File: src/hdl/ctt_pkg.sv
`timescale 1ns / 1ps
// Package for the config text tokenizer: types, character codes and sizes.
// Used by every module of the block; has no dependencies of its own.

package ctt_pkg;

	// Source offset width; the position saturates at all ones.
	localparam int OFFSET_BITS = 24;
	localparam logic [OFFSET_BITS-1:0] POS_MAX = {OFFSET_BITS{1'b1}};

	// Width of the start and length fields on the result side.
	localparam int FIELD_W = 24;

	// Token queue between scanner and output stage.
	localparam int FIFO_DEPTH = 4;
	localparam int FIFO_PTR_W = (FIFO_DEPTH > 1) ? $clog2(FIFO_DEPTH) : 1;
	localparam int FIFO_CNT_W = $clog2(FIFO_DEPTH + 1);

	// Character codes the scanner cares about.
	localparam logic [7:0] CH_SPACE  = 8'h20;
	localparam logic [7:0] CH_CR     = 8'h0D;
	localparam logic [7:0] CH_TAB    = 8'h09;
	localparam logic [7:0] CH_LF     = 8'h0A;
	localparam logic [7:0] CH_QUOTE  = 8'h22;
	localparam logic [7:0] CH_DASH   = 8'h2D;
	localparam logic [7:0] CH_BSLASH = 8'h5C;
	localparam logic [7:0] CH_LBRACE = 8'h7B;
	localparam logic [7:0] CH_RBRACE = 8'h7D;
	localparam logic [7:0] CH_LBRACK = 8'h5B;
	localparam logic [7:0] CH_RBRACK = 8'h5D;
	localparam logic [7:0] CH_COLON  = 8'h3A;
	localparam logic [7:0] CH_COMMA  = 8'h2C;

	typedef enum logic [2:0] {
		KIND_END         = 3'd0,
		KIND_IDENT       = 3'd1,
		KIND_BLOCK_OPEN  = 3'd2,
		KIND_BLOCK_CLOSE = 3'd3,
		KIND_LIST_OPEN   = 3'd4,
		KIND_LIST_CLOSE  = 3'd5,
		KIND_COLON       = 3'd6,
		KIND_COMMA       = 3'd7
	} kind_t;

	typedef enum logic [3:0] {
		MODE_IDLE     = 4'd0,
		MODE_DASH     = 4'd1,
		MODE_DASH2    = 4'd2,
		MODE_DASH2_BR = 4'd3,
		MODE_LINE     = 4'd4,
		MODE_BLOCK    = 4'd5,
		MODE_BLOCK_BR = 4'd6,
		MODE_IDENT    = 4'd7,
		MODE_STRING   = 4'd8,
		MODE_STR_ESC  = 4'd9
	} mode_t;

	typedef struct packed {
		kind_t              kind;
		logic [FIELD_W-1:0] start;
		logic [FIELD_W-1:0] len;
		logic               quoted;
	} tok_t;

	// All tokens caused by one input item.
	typedef struct packed {
		tok_t t0;
		tok_t t1;
		logic two;
		logic ovf;
	} rec_t;

	// Queue status seen by both sides.
	typedef struct packed {
		logic full;
		logic empty;
	} q_stat_t;

endpackage

File: src/hdl/config_text_tokenizer.sv
`timescale 1ns / 1ps
// Tokenizer top level: one source byte (or end marker) accepted per cycle while
// full is low; the scanner mode machine settles each byte as it is taken.
// A token is written to the queue storage, then loaded into the output register
// that drives the result ports once it is free. Each item gives up to two tokens,
// handed out one per pop; full rises when the four-record queue is taken up.
// Reset (arst_n low, asynchronous) empties queue and output, mode idle, offset 0.

module config_text_tokenizer (
	input  logic        clk,
	input  logic        arst_n,
	input  logic        push,
	output logic        full,
	input  logic [7:0]  byte_value,
	input  logic        end_marker,
	output logic        empty,
	input  logic        pop,
	output logic [2:0]  token_kind,
	output logic [23:0] token_start,
	output logic [23:0] token_length,
	output logic        quoted,
	output logic        offset_overflow,
	output logic        last_of_run
);

	ctt_pkg::rec_t    wr_rec, rd_rec;
	ctt_pkg::q_stat_t stat;
	logic             take, wr_en, rd_en;

	assign full = stat.full;
	assign take = push && !stat.full;

	ctt_front u_front (
		.clk        (clk),
		.arst_n     (arst_n),
		.take       (take),
		.byte_value (byte_value),
		.end_marker (end_marker),
		.rec_valid  (wr_en),
		.rec        (wr_rec)
	);

	ctt_fifo u_fifo (
		.clk     (clk),
		.arst_n  (arst_n),
		.wr_en   (wr_en),
		.wr_data (wr_rec),
		.rd_en   (rd_en),
		.rd_data (rd_rec),
		.stat    (stat)
	);

	ctt_back u_back (
		.clk             (clk),
		.arst_n          (arst_n),
		.rd_data         (rd_rec),
		.stat            (stat),
		.rd_en           (rd_en),
		.pop             (pop),
		.empty           (empty),
		.token_kind      (token_kind),
		.token_start     (token_start),
		.token_length    (token_length),
		.quoted          (quoted),
		.offset_overflow (offset_overflow),
		.last_of_run     (last_of_run)
	);

endmodule

File: src/hdl/ctt_front.sv
`timescale 1ns / 1ps
// Scanner front end: classifies each source byte and runs the mode machine.
// Depends on ctt_pkg; emits one token record per item that yields tokens.

module ctt_front (
	input  logic                clk,
	input  logic                arst_n,
	input  logic                take,
	input  logic [7:0]          byte_value,
	input  logic                end_marker,
	output logic                rec_valid,
	output ctt_pkg::rec_t       rec
);

	ctt_pkg::mode_t                   mode_q, mode_d;
	logic [ctt_pkg::OFFSET_BITS-1:0]  pos_q, pend_q, pend_d, nxt, span;
	logic                             sat_q, at_max;

	// byte classes
	logic        is_space, is_punct;
	ctt_pkg::kind_t pk;

	// idle handling of a byte
	ctt_pkg::mode_t                  idle_mode;
	logic [ctt_pkg::OFFSET_BITS-1:0] idle_pend;

	ctt_pkg::tok_t name_tok, punct_tok, end_tok;
	logic [1:0]    nres;
	logic          quoted_mode;

	// character classes
	always_comb begin
		is_space = (byte_value == ctt_pkg::CH_SPACE) || (byte_value == ctt_pkg::CH_CR) ||
			(byte_value == ctt_pkg::CH_TAB) || (byte_value == ctt_pkg::CH_LF);
		unique case (byte_value)
			ctt_pkg::CH_LBRACE: pk = ctt_pkg::KIND_BLOCK_OPEN;
			ctt_pkg::CH_RBRACE: pk = ctt_pkg::KIND_BLOCK_CLOSE;
			ctt_pkg::CH_LBRACK: pk = ctt_pkg::KIND_LIST_OPEN;
			ctt_pkg::CH_RBRACK: pk = ctt_pkg::KIND_LIST_CLOSE;
			ctt_pkg::CH_COLON:  pk = ctt_pkg::KIND_COLON;
			ctt_pkg::CH_COMMA:  pk = ctt_pkg::KIND_COMMA;
			default:            pk = ctt_pkg::KIND_END;
		endcase
		is_punct = (pk != ctt_pkg::KIND_END);
	end

	// position bookkeeping; the pending start never passes the position
	assign at_max = (pos_q == ctt_pkg::POS_MAX);
	assign nxt    = at_max ? pos_q : pos_q + 1'b1;
	assign span   = pos_q - pend_q;

	assign quoted_mode = (mode_q == ctt_pkg::MODE_STRING) || (mode_q == ctt_pkg::MODE_STR_ESC);

	always_comb begin
		name_tok.kind    = ctt_pkg::KIND_IDENT;
		name_tok.start   = ctt_pkg::FIELD_W'(pend_q);
		name_tok.len     = ctt_pkg::FIELD_W'(span);
		name_tok.quoted  = quoted_mode;
		punct_tok.kind   = pk;
		punct_tok.start  = ctt_pkg::FIELD_W'(pos_q);
		punct_tok.len    = ctt_pkg::FIELD_W'(1);
		punct_tok.quoted = 1'b0;
		end_tok.kind     = ctt_pkg::KIND_END;
		end_tok.start    = ctt_pkg::FIELD_W'(pos_q);
		end_tok.len      = '0;
		end_tok.quoted   = 1'b0;
	end

	// byte seen between tokens
	always_comb begin
		idle_pend = pos_q;
		if (is_space || is_punct) begin
			idle_mode = ctt_pkg::MODE_IDLE;
		end else if (byte_value == ctt_pkg::CH_QUOTE) begin
			idle_mode = ctt_pkg::MODE_STRING;
			idle_pend = nxt;
		end else if (byte_value == ctt_pkg::CH_DASH) begin
			idle_mode = ctt_pkg::MODE_DASH;
		end else begin
			idle_mode = ctt_pkg::MODE_IDENT;
		end
	end

	// mode machine: next mode and emitted tokens
	always_comb begin
		mode_d = mode_q;
		pend_d = pend_q;
		nres   = 2'd0;
		rec.t0 = name_tok;
		rec.t1 = punct_tok;
		if (end_marker) begin
			mode_d = ctt_pkg::MODE_IDLE;
			pend_d = '0;
			unique case (mode_q)
				ctt_pkg::MODE_DASH, ctt_pkg::MODE_IDENT,
				ctt_pkg::MODE_STRING, ctt_pkg::MODE_STR_ESC: begin
					rec.t1 = end_tok;
					nres   = 2'd2;
				end
				default: begin
					rec.t0 = end_tok;
					nres   = 2'd1;
				end
			endcase
		end else begin
			unique case (mode_q)
				ctt_pkg::MODE_DASH: begin
					if (byte_value == ctt_pkg::CH_DASH) begin
						mode_d = ctt_pkg::MODE_DASH2;
					end else if (is_space || is_punct) begin
						mode_d = ctt_pkg::MODE_IDLE;
						nres   = is_punct ? 2'd2 : 2'd1;
					end else begin
						mode_d = ctt_pkg::MODE_IDENT;
					end
				end
				ctt_pkg::MODE_DASH2: begin
					if (byte_value == ctt_pkg::CH_LF)
						mode_d = ctt_pkg::MODE_IDLE;
					else if (byte_value == ctt_pkg::CH_LBRACK)
						mode_d = ctt_pkg::MODE_DASH2_BR;
					else
						mode_d = ctt_pkg::MODE_LINE;
				end
				ctt_pkg::MODE_DASH2_BR: begin
					if (byte_value == ctt_pkg::CH_LF)
						mode_d = ctt_pkg::MODE_IDLE;
					else if (byte_value == ctt_pkg::CH_LBRACK)
						mode_d = ctt_pkg::MODE_BLOCK;
					else
						mode_d = ctt_pkg::MODE_LINE;
				end
				ctt_pkg::MODE_LINE: begin
					if (byte_value == ctt_pkg::CH_LF)
						mode_d = ctt_pkg::MODE_IDLE;
				end
				ctt_pkg::MODE_BLOCK: begin
					if (byte_value == ctt_pkg::CH_RBRACK)
						mode_d = ctt_pkg::MODE_BLOCK_BR;
				end
				ctt_pkg::MODE_BLOCK_BR: begin
					mode_d = (byte_value == ctt_pkg::CH_RBRACK) ? ctt_pkg::MODE_IDLE :
						ctt_pkg::MODE_BLOCK;
				end
				ctt_pkg::MODE_IDENT: begin
					if (is_space || is_punct) begin
						mode_d = ctt_pkg::MODE_IDLE;
						nres   = is_punct ? 2'd2 : 2'd1;
					end
				end
				ctt_pkg::MODE_STRING: begin
					if (byte_value == ctt_pkg::CH_BSLASH) begin
						mode_d = ctt_pkg::MODE_STR_ESC;
					end else if (byte_value == ctt_pkg::CH_QUOTE) begin
						mode_d = ctt_pkg::MODE_IDLE;
						nres   = 2'd1;
					end
				end
				ctt_pkg::MODE_STR_ESC: begin
					mode_d = ctt_pkg::MODE_STRING;
				end
				default: begin
					// idle, and codes no transition produces
					mode_d = idle_mode;
					pend_d = idle_pend;
					rec.t0 = punct_tok;
					nres   = is_punct ? 2'd1 : 2'd0;
				end
			endcase
		end
		rec.two = (nres == 2'd2);
		rec.ovf = end_marker ? sat_q : (sat_q | at_max);
	end

	assign rec_valid = take && (nres != 2'd0);

	// scanner state
	always_ff @(posedge clk or negedge arst_n) begin
		if (!arst_n) begin
			mode_q <= ctt_pkg::MODE_IDLE;
			pos_q  <= '0;
			pend_q <= '0;
			sat_q  <= 1'b0;
		end else if (take) begin
			mode_q <= mode_d;
			pend_q <= pend_d;
			if (end_marker) begin
				pos_q <= '0;
				sat_q <= 1'b0;
			end else begin
				pos_q <= nxt;
				sat_q <= sat_q | at_max;
			end
		end
	end

endmodule

File: src/hdl/ctt_fifo.sv
`timescale 1ns / 1ps
// Short queue of token records between scanner and output stage.
// Depends on ctt_pkg for the record type and depth; head entry read ahead.

module ctt_fifo (
	input  logic               clk,
	input  logic               arst_n,
	input  logic               wr_en,
	input  ctt_pkg::rec_t      wr_data,
	input  logic               rd_en,
	output ctt_pkg::rec_t      rd_data,
	output ctt_pkg::q_stat_t   stat
);

	ctt_pkg::rec_t                  mem_q [ctt_pkg::FIFO_DEPTH];
	logic [ctt_pkg::FIFO_PTR_W-1:0] wr_ptr_q, rd_ptr_q;
	logic [ctt_pkg::FIFO_CNT_W-1:0] cnt_q;
	logic                           do_wr, do_rd;

	localparam logic [ctt_pkg::FIFO_PTR_W-1:0] PTR_LAST =
		ctt_pkg::FIFO_PTR_W'(ctt_pkg::FIFO_DEPTH - 1);
	localparam logic [ctt_pkg::FIFO_CNT_W-1:0] CNT_FULL =
		ctt_pkg::FIFO_CNT_W'(ctt_pkg::FIFO_DEPTH);

	assign stat.full  = (cnt_q == CNT_FULL);
	assign stat.empty = (cnt_q == '0);
	assign do_wr      = wr_en && !stat.full;
	assign do_rd      = rd_en && !stat.empty;
	assign rd_data    = mem_q[rd_ptr_q];

	// storage
	always_ff @(posedge clk) begin
		if (do_wr)
			mem_q[wr_ptr_q] <= wr_data;
	end

	// pointers and fill count
	always_ff @(posedge clk or negedge arst_n) begin
		if (!arst_n) begin
			wr_ptr_q <= '0;
			rd_ptr_q <= '0;
			cnt_q    <= '0;
		end else begin
			if (do_wr)
				wr_ptr_q <= (wr_ptr_q == PTR_LAST) ? '0 : wr_ptr_q + 1'b1;
			if (do_rd)
				rd_ptr_q <= (rd_ptr_q == PTR_LAST) ? '0 : rd_ptr_q + 1'b1;
			if (do_wr && !do_rd)
				cnt_q <= cnt_q + 1'b1;
			else if (do_rd && !do_wr)
				cnt_q <= cnt_q - 1'b1;
		end
	end

endmodule

File: src/hdl/ctt_back.sv
`timescale 1ns / 1ps
// Output stage: takes token records from the queue and hands out one token
// per request. Depends on ctt_pkg.

module ctt_back (
	input  logic               clk,
	input  logic               arst_n,
	input  ctt_pkg::rec_t      rd_data,
	input  ctt_pkg::q_stat_t   stat,
	output logic               rd_en,
	input  logic               pop,
	output logic               empty,
	output logic [2:0]         token_kind,
	output logic [23:0]        token_start,
	output logic [23:0]        token_length,
	output logic               quoted,
	output logic               offset_overflow,
	output logic               last_of_run
);

	ctt_pkg::rec_t cur_q;
	ctt_pkg::tok_t tok;
	logic          vld_q, idx_q;
	logic          give, done;

	assign give  = pop && vld_q;
	assign done  = give && (idx_q || !cur_q.two);
	assign rd_en = (!vld_q || done) && !stat.empty;

	// held record
	always_ff @(posedge clk) begin
		if (rd_en)
			cur_q <= rd_data;
	end

	always_ff @(posedge clk or negedge arst_n) begin
		if (!arst_n) begin
			vld_q <= 1'b0;
			idx_q <= 1'b0;
		end else if (rd_en) begin
			vld_q <= 1'b1;
			idx_q <= 1'b0;
		end else if (done) begin
			vld_q <= 1'b0;
			idx_q <= 1'b0;
		end else if (give) begin
			idx_q <= 1'b1;
		end
	end

	// token select
	assign tok             = idx_q ? cur_q.t1 : cur_q.t0;
	assign empty           = !vld_q;
	assign token_kind      = tok.kind;
	assign token_start     = tok.start;
	assign token_length    = tok.len;
	assign quoted          = tok.quoted;
	assign offset_overflow = cur_q.ovf;
	assign last_of_run     = idx_q || !cur_q.two;

endmodule

File: config.mk
export PLATFORM = sky130hd
export DESIGN_NAME = config_text_tokenizer
export DESIGN_NICKNAME = d
export VERILOG_FILES = /design/src/hdl/ctt_pkg.sv /design/src/hdl/config_text_tokenizer.sv /design/src/hdl/ctt_front.sv /design/src/hdl/ctt_fifo.sv /design/src/hdl/ctt_back.sv
export SDC_FILE = /design/constraint.sdc
export NUM_CORES = 1
export LEC_CHECK = 0
export BUFFER_PORTS_ARGS = -buffer_cell sky130_fd_sc_hd__buf_2
export CORE_ASPECT_RATIO = 0.7
export CORE_MARGIN = 3
export CORE_UTILIZATION = 58
export DETAILED_ROUTE_END_ITERATION = 8
export PLACE_DENSITY_LB_ADDON = 0.2
export REMOVE_ABC_BUFFERS = 1
export SYNTH_ARGS = -nofsm -noshare
export SYNTH_HDL_FRONTEND = slang
export SYNTH_SLANG_ARGS = --single-unit
File: constraint.sdc
create_clock -name clk -period 11.75 [get_ports clk]
set_input_delay 0.5875 -clock clk [delete_from_list [all_inputs] [get_ports clk]]
set_output_delay 0.5875 -clock clk [all_outputs]
set_load 0.005 [all_outputs]
==> run metrics <==
latest clock arrival within the worst-skew pair=around 0.56 ns; timing-limited maximum frequency=265 MHz; setup repair after global routing missed its margin=no; leading post-synthesis cells by cell area=sky130_fd_sc_hd__edfxtp_1 60%, sky130_fd_sc_hd__mux4_2 9.1%, sky130_fd_sc_hd__dfrtp_1 7.6%; sum of negative setup slack=0 ns; Post-synth top flop=sky130_fd_sc_hd__edfxtp_1; fraction of the mapped netlist area in adder cells=2.04%; Final Critical Period=roughly 3.8 ns; Crit Path Category=register to register; critical path endpoint=u_fifo.mem_q[0][77]; # diodes=0; number of buffers created by CTS=between 40 and 50; routed wirelength normalized by instance count=20.6 µm; overall power consumption=approximately 6 mW; period utilization=32.1%; proportion of synthesized flip-flops having asynchronous set or reset=a little over an eighth; vias after detailed routing=roughly 11000; standard-cell row count=56; post-placement worst setup slack=around 7.4 ns; initial drt markers=roughly 900; worst flop-to-flop path endpoint=u_fifo.mem_q[0][77]; Synth area leader=sky130_fd_sc_hd__edfxtp_1; gate count of the mapped netlist=around 1300; path category of the worst min-delay check=primary input to async pin; Die X=~230 µm; detailed-routing iteration count for the pre-antenna-repair pass=7; number of enable-type register cells in the synthesized netlist=410; share of the synthesized area in compound gates (AO/OA/AOI/OAI)=under 10%; count of endpoints failing setup in the final report=0; post-synthesis share of cell area spent on xor and xnor gates=under 10%; area of the die=between 30000 and 40000 µm²; Max stage delay cell, worst path=sky130_fd_sc_hd__a221oi_1; antenna viol nets, final=0; Max-slew headroom=24.8%; clock root buffer master=sky130_fd_sc_hd__clkbuf_16; worst stage delay on the critical path=0.53 ns; number of H-tree levels=2; number of top-level design ports=~70; count of fill cells added during filler insertion=approximately 2400; global-route wire length before repair=62400 µm; number of buffers inserted for hold repair after clock tree synthesis=0; final clock skew=0.0253 ns; Detailed Place HPWL=approximately 24000 µm; CORE AREA=34100 µm²; DRC errors left=0; die height=~160 µm; count of pins over their slew limit=0; warning count from the yosys run=0; final instance area=~23000 µm²; post-CTS resize count=0; clock tree from TritonCTS=done; setup slack of the worst register-to-register path=between 7 and 8 ns; Post-Place Cell Area=around 21000 µm²; Post-synth top cells=410 x sky130_fd_sc_hd__edfxtp_1, 120 x sky130_fd_sc_hd__nand2_1, 82 x sky130_fd_sc_hd__mux4_2; global route total overflow=0; Worst Path Arrival=a little over 4 ns; Routed Wire Length=roughly 39000 µm; proportion of synthesized area in mux cells=a little under an eighth; fin nets=approximately 1400; post-synthesis sequential element count=roughly 470; Worst R2R Start=u_front.pos_q[0]; slew at the pin with the worst max-slew slack=between 1 and 1.5 ns; largest net degree at the start of global routing=64; path depth of the worst reg2reg path=11; number of sinks driven by the clock tree=~470; worst slack on hold paths=between 0.2 and 0.25 ns; Cell variety after synth=77; initial core utilization=between 50% and 60%; Max Fanout on Critical Path=8; fraction of layout cells with a size suffix above 1=a little over a fifth; GR Util All Layers=between 20% and 30%; maxcap violations=0; routed via count divided by cell count=between 5 and 6; Synth Area per Inst=between 15 and 20 µm²; final hold vios=0; clock buffer depth=3; number of global-route vias before repair=between 10000 and 15000; number of antenna violations at the first check in global routing=0; area overhead of the layout relative to synthesis=10.5%; final weighted congestion of routability-driven global placement=just under 0.9; part of the Yosys area used for sequential elements=about two thirds; run status=completed; largest family of logic cells by synthesized area=multiplexers; cells traversed along the worst timing path=inv_1 > ha_1 > inv_1 > fa_1 > a21o_1 > a221oi_1 > o221a_2 > o31ai_1 > a31oi_1 > o41ai_1 > a311oi_1; most common cell in the netlist=sky130_fd_sc_hd__edfxtp_1; worst endpoint required time=about 12 ns; port bufs=slightly below 70; fraction of synthesized cell area taken by the top area cell type=between 60% and 70%; type of destination of the critical path=register; crit start category=register; cell type with the highest occurrence count on the critical path=sky130_fd_sc_hd__inv_1; post-synth design cell area=just over 20000 µm²; clk slew on worst S/H paths=~0.07 ns; final critical-path setup slack=between 7 and 8 ns; Peak supply drop=between 150 and 200 µV; number of setup buffers added after CTS=0; Static Leakage=7.83 nW; pwr/cell area=267 nW/µm²; area share of and/or/nand/nor cells after synthesis=under 10%; Crit. Startpoint=u_front.pos_q[0]
-- report_power, final --
part | leakage, nW | switching (mW) | internal [mW] | total, mW
combinational | 2.50 | 1.08 | 0.820 | 1.90
sequential | 4.65 | 0.254 | 2.49 | 2.74
clock | 0.678 | 0.595 | 0.772 | 1.37
total | 7.83 | 1.93 | 4.08 | 6.01
-- sequential cells by signal (all words and copies together), names as in the netlist, 2 cells and up --
| register | flops |
|---|---|
| u_fifo.rd_ptr_q | 2 |
| u_back.cur_q | 81 |
| u_front.mode_q | 4 |
| u_fifo.cnt_q | 3 |
| u_fifo.wr_ptr_q | 2 |
| u_front.pend_q | 24 |
| u_front.pos_q | 24 |
| u_fifo.mem_q | 328 |
-- layout make-up --
| class | count | area, µm² | area share (%) |
|---|---|---|---|
| clock buffers | 59 | 1210 | 5.37 |
| clock inverters | 21 | 181 | 0.806 |
| inverters | 41 | 154 | 0.684 |
| well taps | 464 | 581 | 2.58 |
| repair buffers | 80 | 430 | 1.91 |
| flip-flops and latches | 472 | 13900 | 61.6 |
| multi-input cells | 737 | 6080 | 27.0 |
-- routing by layer --
| layer | GRT usage, % | vias to the layer above | part of all wire (%) |
|---|---|---|---|
| met5 | 0 | - | 0 |
| met1 | 33.1 | 5492 | 48 |
| met2 | 32.5 | 313 | 45 |
| li1 | - | 5152 | - |
| met3 | 3.55 | 50 | 6.0 |
| met4 | 3.94 | 0 | 1.5 |
-- kinds of logic after synthesis --
group,Yosys count
DFF,472
adders and majority gates,32
AOI/OAI and AO/OA,198
xor gates and xnor gates,43
muxes,135
and+or+nand+nor,329
buffers and inverters,111
-- cell usage in the layout, fill, tap and decap left out, types with 9 or more instances in the layout --
| cell | netlist | layout |
|---|---|---|
| sky130_fd_sc_hd__nand2b_1 | 9 | 9 |
| sky130_fd_sc_hd__nand2_1 | 120 | 120 |
| sky130_fd_sc_hd__mux2_2 | 36 | 36 |
| sky130_fd_sc_hd__mux2i_1 | 15 | 15 |
| sky130_fd_sc_hd__nor2b_1 | 29 | 29 |
| sky130_fd_sc_hd__inv_1 | 41 | 41 |
| sky130_fd_sc_hd__a21o_1 | 12 | 12 |
| sky130_fd_sc_hd__xor2_1 | 23 | 23 |
| sky130_fd_sc_hd__nand3_1 | 19 | 19 |
| sky130_fd_sc_hd__edfxtp_1 | 410 | 410 |
| sky130_fd_sc_hd__clkbuf_16 | 0 | 45 |
| sky130_fd_sc_hd__nor3_1 | 25 | 25 |
| sky130_fd_sc_hd__buf_4 | 0 | 12 |
| sky130_fd_sc_hd__o21ai_0 | 81 | 81 |
| sky130_fd_sc_hd__xnor2_1 | 20 | 20 |
| sky130_fd_sc_hd__dfrtp_1 | 62 | 59 |
| sky130_fd_sc_hd__clkbuf_1 | 50 | 11 |
| sky130_fd_sc_hd__a21oi_1 | 39 | 38 |
| sky130_fd_sc_hd__nor2_1 | 74 | 73 |
| sky130_fd_sc_hd__clkinv_2 | 0 | 9 |
| sky130_fd_sc_hd__buf_2 | 4 | 68 |
| sky130_fd_sc_hd__ha_1 | 30 | 30 |
| sky130_fd_sc_hd__a31oi_1 | 9 | 9 |
| sky130_fd_sc_hd__mux4_2 | 82 | 82 |
-- per-stage QoR --
stage          cells  util, %
3_5_place_dp    1794     62.0
3_3_place_gp    1794     62.0
2_1_floorplan   1250        -
6_report        1874     66.1
4_1_cts         1874     66.1
5_1_grt         1874     66.1
-- worst max-delay path, delay by kind of cell, from the launching register on --
family	cells	cell delay, ns
adders and majority gates	2	0.68
DFF	1	0.48
AOI/OAI and AO/OA	7	2.15
buffers and inverters	2	0.24
-- worst min-delay path by stage --
stage / endpoint / slack [ns] / cells after the start
after floorplan: u_back.idx_q / 0.29 / 0
after global placement: u_front.pend_q[6] / 0.46 / 2
after detailed placement: u_front.pend_q[1] / 0.47 / 2
after CTS: u_front.pend_q[23] / 0.22 / 2
after global routing: u_front.pend_q[23] / 0.27 / 2
final: u_fifo.cnt_q[0] / 0.22 / 2
Power figures use the tool's default switching activity.
